--- src/hdl/sxrst_pkg.sv ---
// Package for the sysex reassembler with reset detection.
// Holds buffer sizing, field widths, sysex codes and the reset-message matcher.
// No dependencies.
package sxrst_pkg;

    localparam int BUFFER_BYTES = 1024;
    localparam int CNT_W        = $clog2(BUFFER_BYTES);   // holds 0 .. BUFFER_BYTES-1
    localparam int DATA_W       = 8;
    localparam int ELEN_W       = 10;
    localparam int TIME_W       = 32;
    localparam int MLEN_W       = 10;
    localparam int SUM_W        = ((CNT_W > ELEN_W) ? CNT_W : ELEN_W) + 1;
    localparam int HDR_N        = 9;

    localparam logic [DATA_W-1:0] SX_START = 8'hF0;
    localparam logic [DATA_W-1:0] SX_END   = 8'hF7;

    localparam logic                KIND_START = 1'b0;
    localparam logic                KIND_CONT  = 1'b1;

    // manufacturer / sub-id codes
    localparam logic [DATA_W-1:0] ID_GS       = 8'h41;
    localparam logic [DATA_W-1:0] ID_GS_MODEL = 8'h42;
    localparam logic [DATA_W-1:0] CMD_DT1     = 8'h12;
    localparam logic [DATA_W-1:0] ID_XG       = 8'h43;
    localparam logic [DATA_W-1:0] ID_TGMODEL  = 8'h2B;
    localparam logic [DATA_W-1:0] ID_XGMODEL  = 8'h4C;
    localparam logic [DATA_W-1:0] ID_UNIV     = 8'h7E;
    localparam logic [DATA_W-1:0] SUB_GM      = 8'h09;
    localparam logic [DATA_W-1:0] BYTE_7F     = 8'h7F;

    typedef logic [HDR_N-1:0][DATA_W-1:0] t_hdr;   // element k-1 holds message byte k

    function automatic logic detect_reset(input t_hdr h, input logic [CNT_W-1:0] len);
        logic gs_hit;
        logic xg_hit;
        logic gm_hit;
        gs_hit = 1'b0;
        xg_hit = 1'b0;
        gm_hit = 1'b0;
        if (h[2] == ID_GS_MODEL && h[3] == CMD_DT1 && len == CNT_W'(11)) begin
            if (h[4] == 8'h00 && h[5] == 8'h00 && h[6] == BYTE_7F &&
                ((h[7] == 8'h00 && h[8] == 8'h01) || (h[7] == 8'h01 && h[8] == 8'h00)))
                gs_hit = 1'b1;
            if (h[4] == 8'h40 && h[5] == 8'h00 && h[6] == BYTE_7F &&
                h[7] == 8'h00 && h[8] == ID_GS)
                gs_hit = 1'b1;
        end
        if (h[2] == ID_TGMODEL)
            xg_hit = (len == CNT_W'(10)) && h[3] == 8'h00 && h[4] == 8'h00 &&
                     h[5] == BYTE_7F && h[6] == 8'h00 && h[7] == 8'h01;
        else if (h[2] == ID_XGMODEL)
            xg_hit = (len == CNT_W'(9)) && h[3] == 8'h00 && h[4] == 8'h00 &&
                     (h[5] == ID_UNIV || h[5] == BYTE_7F) && h[6] == 8'h00;
        gm_hit = h[2] == SUB_GM && len == CNT_W'(6) &&
                 (h[3] == 8'h01 || h[3] == 8'h02 || h[3] == 8'h03);
        if (len < CNT_W'(6))
            return 1'b0;
        if (h[0] == ID_GS)
            return gs_hit;
        if (h[0] == ID_XG)
            return xg_hit;
        if (h[0] == ID_UNIV)
            return gm_hit;
        return 1'b0;
    endfunction

endpackage

--- src/hdl/sxrst_if.sv ---
// Valid/ready channel interfaces for the sysex reassembler: byte items in,
// completed-message transactions out. Depends on sxrst_pkg.
interface sxrst_in_if import sxrst_pkg::*; ();
    logic                valid;
    logic                ready;
    logic [DATA_W-1:0]   data_value;
    logic                event_kind;
    logic [ELEN_W-1:0]   event_length;
    logic                first_of_event;
    logic                last_of_event;
    logic                no_payload;
    logic [TIME_W-1:0]   event_time;

    modport source (output valid, data_value, event_kind, event_length, first_of_event,
                    last_of_event, no_payload, event_time, input ready);
    modport sink   (input valid, data_value, event_kind, event_length, first_of_event,
                    last_of_event, no_payload, event_time, output ready);
endinterface

interface sxrst_out_if import sxrst_pkg::*; ();
    logic                valid;
    logic                ready;
    logic [TIME_W-1:0]   message_time;
    logic [MLEN_W-1:0]   message_length;
    logic                is_reset;

    modport source (output valid, message_time, message_length, is_reset, input ready);
    modport sink   (input valid, message_time, message_length, is_reset, output ready);
endinterface

--- src/hdl/sysex_reassembler_reset_detect_core.sv ---
// Sysex reassembler with reset detection: top level.
// Depends on sxrst_pkg and the channel interfaces in sxrst_if.sv.
//
// Usage:
//   i_in  carries one sysex data byte per transaction, tagged with event kind
//         (start/continuation), event length, first/last marks, an empty flag
//         and the event time.
//   o_out carries one transaction per completed message: time of the closing
//         event, stored length (F0 and F7 included) and a reset-message flag.
// Pipeline: a byte is captured in the input register on the edge it is taken;
//   when it advances, the message state updates and any result is loaded into
//   the output register, from which o_out offers it.
// Throughput: one byte per cycle while o_out is not held. The limit is the
//   single state update (length counter, header bytes, last byte) done per cycle.
// Stall: while o_out is held, the input register keeps its byte and i_in.ready
//   drops once that register is full; nothing is lost or reordered.
// Reset: synchronous, active low. Clears the valid flags of both pipeline
//   registers, the stored length, drop flag and last byte. Header bytes are not
//   cleared; they are always written before being read for a well-formed message.
module sysex_reassembler_reset_detect_core import sxrst_pkg::*; (
    input  logic         i_clk,
    input  logic         i_rst_n,
    sxrst_in_if.sink     i_in,
    sxrst_out_if.source  o_out
);

    // input register
    logic                r_in_vld;
    logic [DATA_W-1:0]   r_data;
    logic                r_kind;
    logic [ELEN_W-1:0]   r_elen;
    logic                r_first;
    logic                r_last;
    logic                r_empty;
    logic [TIME_W-1:0]   r_time;

    // message state
    logic [CNT_W-1:0]    r_len,   n_len;
    logic                r_drop,  n_drop;
    logic [DATA_W-1:0]   r_lastb, n_lastb;
    t_hdr                r_hdr,   n_hdr;

    // output register
    logic                r_out_vld;
    logic [TIME_W-1:0]   r_mtime;
    logic [MLEN_W-1:0]   r_mlen;
    logic                r_mrst;

    logic                advance;
    logic                emit;
    logic                emit_rst;
    logic [SUM_W-1:0]    sum;

    assign advance    = r_in_vld && (!r_out_vld || o_out.ready);
    assign i_in.ready = !r_in_vld || advance;

    assign sum = SUM_W'(r_elen) + SUM_W'(r_len);

    always_comb begin
        n_len    = r_len;
        n_drop   = r_drop;
        n_lastb  = r_lastb;
        n_hdr    = r_hdr;
        emit     = 1'b0;
        emit_rst = 1'b0;

        // event accept/refuse decided on the first byte
        if (r_first) begin
            priority if (sum > SUM_W'(BUFFER_BYTES - 1)) begin
                n_len  = '0;
                n_drop = 1'b1;
            end else if (r_kind == KIND_CONT && r_len == '0) begin
                n_drop = 1'b1;
            end else begin
                n_drop = 1'b0;
                if (r_kind == KIND_START) begin
                    n_len   = CNT_W'(1);
                    n_lastb = SX_START;
                end
            end
        end

        if (!n_drop) begin
            if (!r_empty) begin
                if (n_len < CNT_W'(BUFFER_BYTES - 1)) begin
                    for (int k = 0; k < HDR_N; k++) begin
                        if (n_len == CNT_W'(k + 1))
                            n_hdr[k] = r_data;
                    end
                    n_len = n_len + CNT_W'(1);
                end
                n_lastb = r_data;
            end
            if (r_last && n_len != '0 && n_lastb == SX_END) begin
                emit     = 1'b1;
                emit_rst = detect_reset(n_hdr, n_len);
            end
        end
    end

    always_ff @(posedge i_clk) begin
        if (!i_rst_n) begin
            r_in_vld <= 1'b0;
        end else if (i_in.valid && i_in.ready) begin
            r_in_vld <= 1'b1;
        end else if (advance) begin
            r_in_vld <= 1'b0;
        end
    end

    always_ff @(posedge i_clk) begin
        if (i_in.valid && i_in.ready) begin
            r_data  <= i_in.data_value;
            r_kind  <= i_in.event_kind;
            r_elen  <= i_in.event_length;
            r_first <= i_in.first_of_event;
            r_last  <= i_in.last_of_event;
            r_empty <= i_in.no_payload;
            r_time  <= i_in.event_time;
        end
    end

    always_ff @(posedge i_clk) begin
        if (!i_rst_n) begin
            r_len   <= '0;
            r_drop  <= 1'b0;
            r_lastb <= '0;
        end else if (advance) begin
            r_len   <= emit ? '0 : n_len;
            r_drop  <= n_drop;
            r_lastb <= n_lastb;
        end
    end

    always_ff @(posedge i_clk) begin
        if (advance)
            r_hdr <= n_hdr;
    end

    always_ff @(posedge i_clk) begin
        if (!i_rst_n) begin
            r_out_vld <= 1'b0;
        end else if (advance) begin
            r_out_vld <= emit;
        end else if (o_out.ready) begin
            r_out_vld <= 1'b0;
        end
    end

    always_ff @(posedge i_clk) begin
        if (advance && emit) begin
            r_mtime <= r_time;
            r_mlen  <= MLEN_W'(n_len);
            r_mrst  <= emit_rst;
        end
    end

    assign o_out.valid          = r_out_vld;
    assign o_out.message_time   = r_mtime;
    assign o_out.message_length = r_mlen;
    assign o_out.is_reset       = r_mrst;

endmodule

--- src/flat_wrapper.sv ---
// flat-port wrapper written by rule: the top's interface ports become plain ports
module sysex_reassembler_reset_detect_core_flat import sxrst_pkg::*;
  (i_clk, i_rst_n, i_in_valid, i_in_data_value, i_in_event_kind, i_in_event_length, i_in_first_of_event, i_in_last_of_event, i_in_no_payload, i_in_event_time, i_in_ready, o_out_valid, o_out_message_time, o_out_message_length, o_out_is_reset, o_out_ready);
  sxrst_in_if i_in_i ();
  sxrst_out_if o_out_i ();
  input  logic i_clk;
  input  logic i_rst_n;
  input wire logic [$bits(i_in_i.valid)-1:0] i_in_valid;
  input wire logic [$bits(i_in_i.data_value)-1:0] i_in_data_value;
  input wire logic [$bits(i_in_i.event_kind)-1:0] i_in_event_kind;
  input wire logic [$bits(i_in_i.event_length)-1:0] i_in_event_length;
  input wire logic [$bits(i_in_i.first_of_event)-1:0] i_in_first_of_event;
  input wire logic [$bits(i_in_i.last_of_event)-1:0] i_in_last_of_event;
  input wire logic [$bits(i_in_i.no_payload)-1:0] i_in_no_payload;
  input wire logic [$bits(i_in_i.event_time)-1:0] i_in_event_time;
  output wire logic [$bits(i_in_i.ready)-1:0] i_in_ready;
  output wire logic [$bits(o_out_i.valid)-1:0] o_out_valid;
  output wire logic [$bits(o_out_i.message_time)-1:0] o_out_message_time;
  output wire logic [$bits(o_out_i.message_length)-1:0] o_out_message_length;
  output wire logic [$bits(o_out_i.is_reset)-1:0] o_out_is_reset;
  input wire logic [$bits(o_out_i.ready)-1:0] o_out_ready;
  assign i_in_i.valid = i_in_valid;
  assign i_in_i.data_value = i_in_data_value;
  assign i_in_i.event_kind = i_in_event_kind;
  assign i_in_i.event_length = i_in_event_length;
  assign i_in_i.first_of_event = i_in_first_of_event;
  assign i_in_i.last_of_event = i_in_last_of_event;
  assign i_in_i.no_payload = i_in_no_payload;
  assign i_in_i.event_time = i_in_event_time;
  assign i_in_ready = i_in_i.ready;
  assign o_out_valid = o_out_i.valid;
  assign o_out_message_time = o_out_i.message_time;
  assign o_out_message_length = o_out_i.message_length;
  assign o_out_is_reset = o_out_i.is_reset;
  assign o_out_i.ready = o_out_ready;
  sysex_reassembler_reset_detect_core u_core (.i_clk(i_clk), .i_rst_n(i_rst_n), .i_in(i_in_i), .o_out(o_out_i));
endmodule
--- config.mk ---
export PLATFORM = sky130hd
export DESIGN_NAME = sysex_reassembler_reset_detect_core_flat
export DESIGN_NICKNAME = d
export VERILOG_FILES = /design/src/hdl/sxrst_pkg.sv /design/src/hdl/sxrst_if.sv /design/src/hdl/sysex_reassembler_reset_detect_core.sv /design/src/flat_wrapper.sv
export SDC_FILE = /design/constraint.sdc
export NUM_CORES = 1
export LEC_CHECK = 0
export BUFFER_PORTS_ARGS = -buffer_cell sky130_fd_sc_hd__buf_2
export CAP_MARGIN = 10
export CORE_ASPECT_RATIO = 0.7
export CORE_MARGIN = 2
export CORE_UTILIZATION = 50
export CTS_BUF_LIST = sky130_fd_sc_hd__clkbuf_4
export DETAILED_ROUTE_END_ITERATION = 6
export HOLD_SLACK_MARGIN = 0.12
export PLACE_DENSITY = 0.7
export SYNTH_ARGS = -nofsm -noshare
export SYNTH_HDL_FRONTEND = slang
export SYNTH_SLANG_ARGS = --single-unit
--- constraint.sdc ---
create_clock -name i_clk -period 7.13 [get_ports i_clk]
set_input_delay 0 -clock i_clk [delete_from_list [all_inputs] [get_ports i_clk]]
set_output_delay 0 -clock i_clk [all_outputs]
set_load 0.02 [all_outputs]
==> results by group <==
Synth
  – Share of the synthesized area in the top cell type: 0.5890
  – Biggest area consumer among synthesized cells: edfxtp_1
  – Post-Synth XOR/XNOR Area: 0.009604
  – Largest family of logic cells by synthesized area: simple AND/OR/NAND/NOR gates
  – Synth area leaders: edfxtp_1 (59%), mux2_2 (5.9%), dfxtp_1 (5.1%), nand2_1 (3.0%), nor2_1 (2.1%)
  – Post-synthesis adder-cell area fraction: 0.02226
  – Multiplexer area fraction after synthesis: 0.07241
  – Most frequent cells after synthesis: edfxtp_1 (161), nand2_1 (66), nor2_1 (46)
  – Number of flops mapped to enable cells by yosys: 161
  – Synthesized flop and latch total: 182
  – Post-synthesis compound-gate area fraction: 0.08354
  – Async set or reset register ratio after synthesis: 0
  – Cell with the most instances after synthesis: edfxtp_1
  – Post-synthesis cell area: 8208 µm²
  – Syn_nets: 712
  – Unique masters post-synth: 62
  – Synthesized area per cell: 12.82 µm²
  – Post-synthesis sequential area ratio: 0.6402
  – Post-Syn Instances: 640
  – Synth warn: 0
  – Post-Synth Simple-Gate Area: 0.1479
  – Ys flop type: edfxtp_1

Hold path
  – Hold-critical path endpoint: u_core.r_drop
  – Hold path startpoint: i_rst_n
  – Hold/Removal Path Class: in2reg
  – Hold depth: 3

Outcome
  – Status: complete, no violations

Die
  – Starting Density: 0.5066
  – Die area: 17470 µm²
  – I/O pin cnt: 103
  – Die Span X: 157.1 µm
  – Die H: 111.2 µm
  – CORE AREA: 16200 µm²
  – Row cnt: 39

Layout
  – FILL cells: 1212
  – NumNets Final: 923
  – # diodes: 0
  – Syn-to-layout area delta: 26.30%
  – Proportion of layout cells with a drive suffix above 1: 0.2338
  – Final Cell Area: 10370 µm²
  – Multi-input gate area: 2771 µm²
  – Seq. cell area: 5255 µm²

Route
  – DRC viols: 0
  – Via/cell ratio: 5.715
  – Antenna-violating nets left: 0
  – Final WL: 21620 µm
  – Via count: 6224
  – Routed wire per std cell: 19.86 µm
  – Iteration-0 DRC Markers: 698
  – Drt pass-1 iters: 5

Clock network
  – Maximum root-to-sink buffer count: 2
  – Sink Count: 182
  – Total CTS buffers: 17
  – Clk Latency, worst-skew pair: 0.60 ns
  – Reg clk slew, reported paths: 0.18 ns
  – TritonCTS clock tree: done
  – Post-CTS Setup Bufs: 0
  – CTS H-tree lvls: 4
  – CTS Root Buffer Type: clkbuf_4

Pwr
  – Maximum VDD drop: 0.0001604 V
  – Leakage: 3.743 nW
  – PwrDens: 194.0 nW/µm²

STA
  – Final period utilization: 0.8301
  – Worst Skew: 0.03063 ns
  – Max Fclk: 0.1690 GHz
  – Slew Limit Fails: 0
  – Hold Fails Final Rpt: 0
  – Setup TNS: 0 ns
  – Max_slew headroom: 0.2304
  – Finish-stage setup viols: 0
  – Minimum clock period: 5.919 ns
  – RSZ-0062 raised after global routing: no
  – Least-Margin Pin Slew: 1.153 ns

Worst setup path
  – Startpoint class of the critical path: register
  – Worst-path fanout max: 42
  – R2R Path Start: u_core.r_len[8]
  – Setup CP Type: reg2reg
  – Crit path required time: 7.37 ns
  – Worst reg-to-reg path cell count: 17
  – End of the worst register-to-register path: u_core.o_out.message_length[0]
  – Flop-to-flop setup slack: 1.21 ns
  – Worst EP arrival: 6.16 ns
  – CP endpoint kind: register

GRT
  – First-pass GRT wire length: 33250 µm
  – Largest net degree at the start of global routing: 43
  – GR Overflow Total: 0
  – Total track usage: 0.2537
  – Initial antenna violation count: 1
  – Vias in the first global route: 5937

Placed design
  – Placed cell area: 8924 µm²
  – DP HPWL: 13550 µm
  – Port bufs: 102
  – RePlAce Congestion: 0.9653

Job
  – Max Cap Violations: 0
state kept, by name, indices dropped and copies added (netlist names):
| signal | cells |
|---|---|
| u_core.r_in_vld | 1 |
| u_core.r_hdr | 64 |
| u_core.r_kind | 1 |
| u_core.r_time | 32 |
| u_core.o_out.valid | 1 |
| u_core.o_out.message_time | 32 |
| u_core.r_len | 10 |
| u_core.o_out.message_length | 10 |
| u_core.r_first | 1 |
| u_core.r_lastb | 8 |
| u_core.r_last | 1 |
| u_core.o_out.is_reset | 1 |
| u_core.r_empty | 1 |
| u_core.r_elen | 10 |
| u_core.r_drop | 1 |
| u_core.r_data | 8 |
critical path, cell delays in order (launching register included):
cell and delay [ns]:
dfxtp_1 0.67, ha_1 0.33, o21ai_0 0.25, o21ai_1 0.14, o31ai_2 0.75, o21ai_0 0.38, inv_1 0.17, ha_1 0.38
nor2b_1 0.33, nand3_1 0.17, nor4_1 0.41, nor3_1 0.13, a21o_1 0.20, nand3_1 0.11, nor3_1 0.10, a211o_1 0.39
nor2_4 0.14, buf_4 0.50
per-layer routing:
layer  wire length (µm)  global-route usage
met5                 13                   0
met4                352             0.07273
met3               2132             0.07780
met2               9586              0.3602
met1               9538              0.3766
power breakdown:
| part | internal [W] | total [W] | switching [W] |
|---|---|---|---|
| registers | 0.00121 | 0.00125 | 0.0000426 |
| clock network | 0.000165 | 0.000583 | 0.000418 |
| logic | 0.0000877 | 0.000176 | 0.0000887 |
worst max path at each step:
stage / from / end / slack, ns / cells after the start
2_1_floorplan: u_core.r_len[0] / u_core.o_out.is_reset / 1.08 / 19
3_3_place_gp: u_core.r_len[0] / u_core.o_out.message_length[0] / 1.62 / 18
3_5_place_dp: u_core.r_len[8] / u_core.o_out.message_length[0] / 1.37 / 17
4_1_cts: u_core.r_len[8] / u_core.o_out.message_length[0] / 1.35 / 17
5_1_grt: u_core.r_len[8] / u_core.o_out.message_length[8] / 0.78 / 17
6_report: u_core.r_len[8] / u_core.o_out.message_length[0] / 1.21 / 17
kinds of logic after synthesis:
kind of cell	count (synthesis)
flops	182
mux	54
buf+inv	46
simple gates	236
compound gates	99
xor+xnor	9
fa+ha+maj	14
final cells by class:
type | instances | share of cell area
Tap cell | 225 | 0.02716
Sequential cell | 182 | 0.5069
Multi-Input combinational cell | 412 | 0.2674
Inverter | 14 | 0.005069
Clock inverter | 14 | 0.01533
Clock buffer | 18 | 0.01304
Timing Repair Buffer | 224 | 0.1651
layout by cell type, fill, tap and decap left out, types with 5 or more instances in the layout:
master / count
edfxtp_1: 161
dlygate4sd3_1: 114
buf_2: 102
nand2_1: 66
nor2_1: 44
mux2_2: 43
o21ai_0: 25
nand3_1: 22
dfxtp_1: 21
nor3_1: 19
nor2b_1: 19
clkbuf_4: 18
a21oi_1: 14
inv_1: 14
ha_1: 13
and3_1: 11
mux2i_1: 11
nand4_1: 10
nor4_1: 9
a22oi_1: 9
buf_4: 8
o2111ai_1: 6
a31oi_1: 6
a21boi_0: 6
xor2_1: 5
nand2b_1: 5
through the flow:
step	worst slack [ns]	total power (W)	cells	utilization	hold WS [ns]
global placement	1.617	0.001389	942	0.5508	0.1770
detailed placement	1.367	0.001394	942	0.5508	0.1781
floorplan	1.082	0.001336	640	-	0.09887
finish	1.211	0.002011	1089	0.6399	0.4112
global route	0.7783	0.002084	1089	0.6399	0.3909
CTS	1.348	0.002006	1087	0.6388	0.1497
timing repair:
item	in CTS	in global routing
gates resized for setup	0	0
hold endpoints to repair	95	1
hold buffers	113	1
Power figures use the tool's default switching activity.
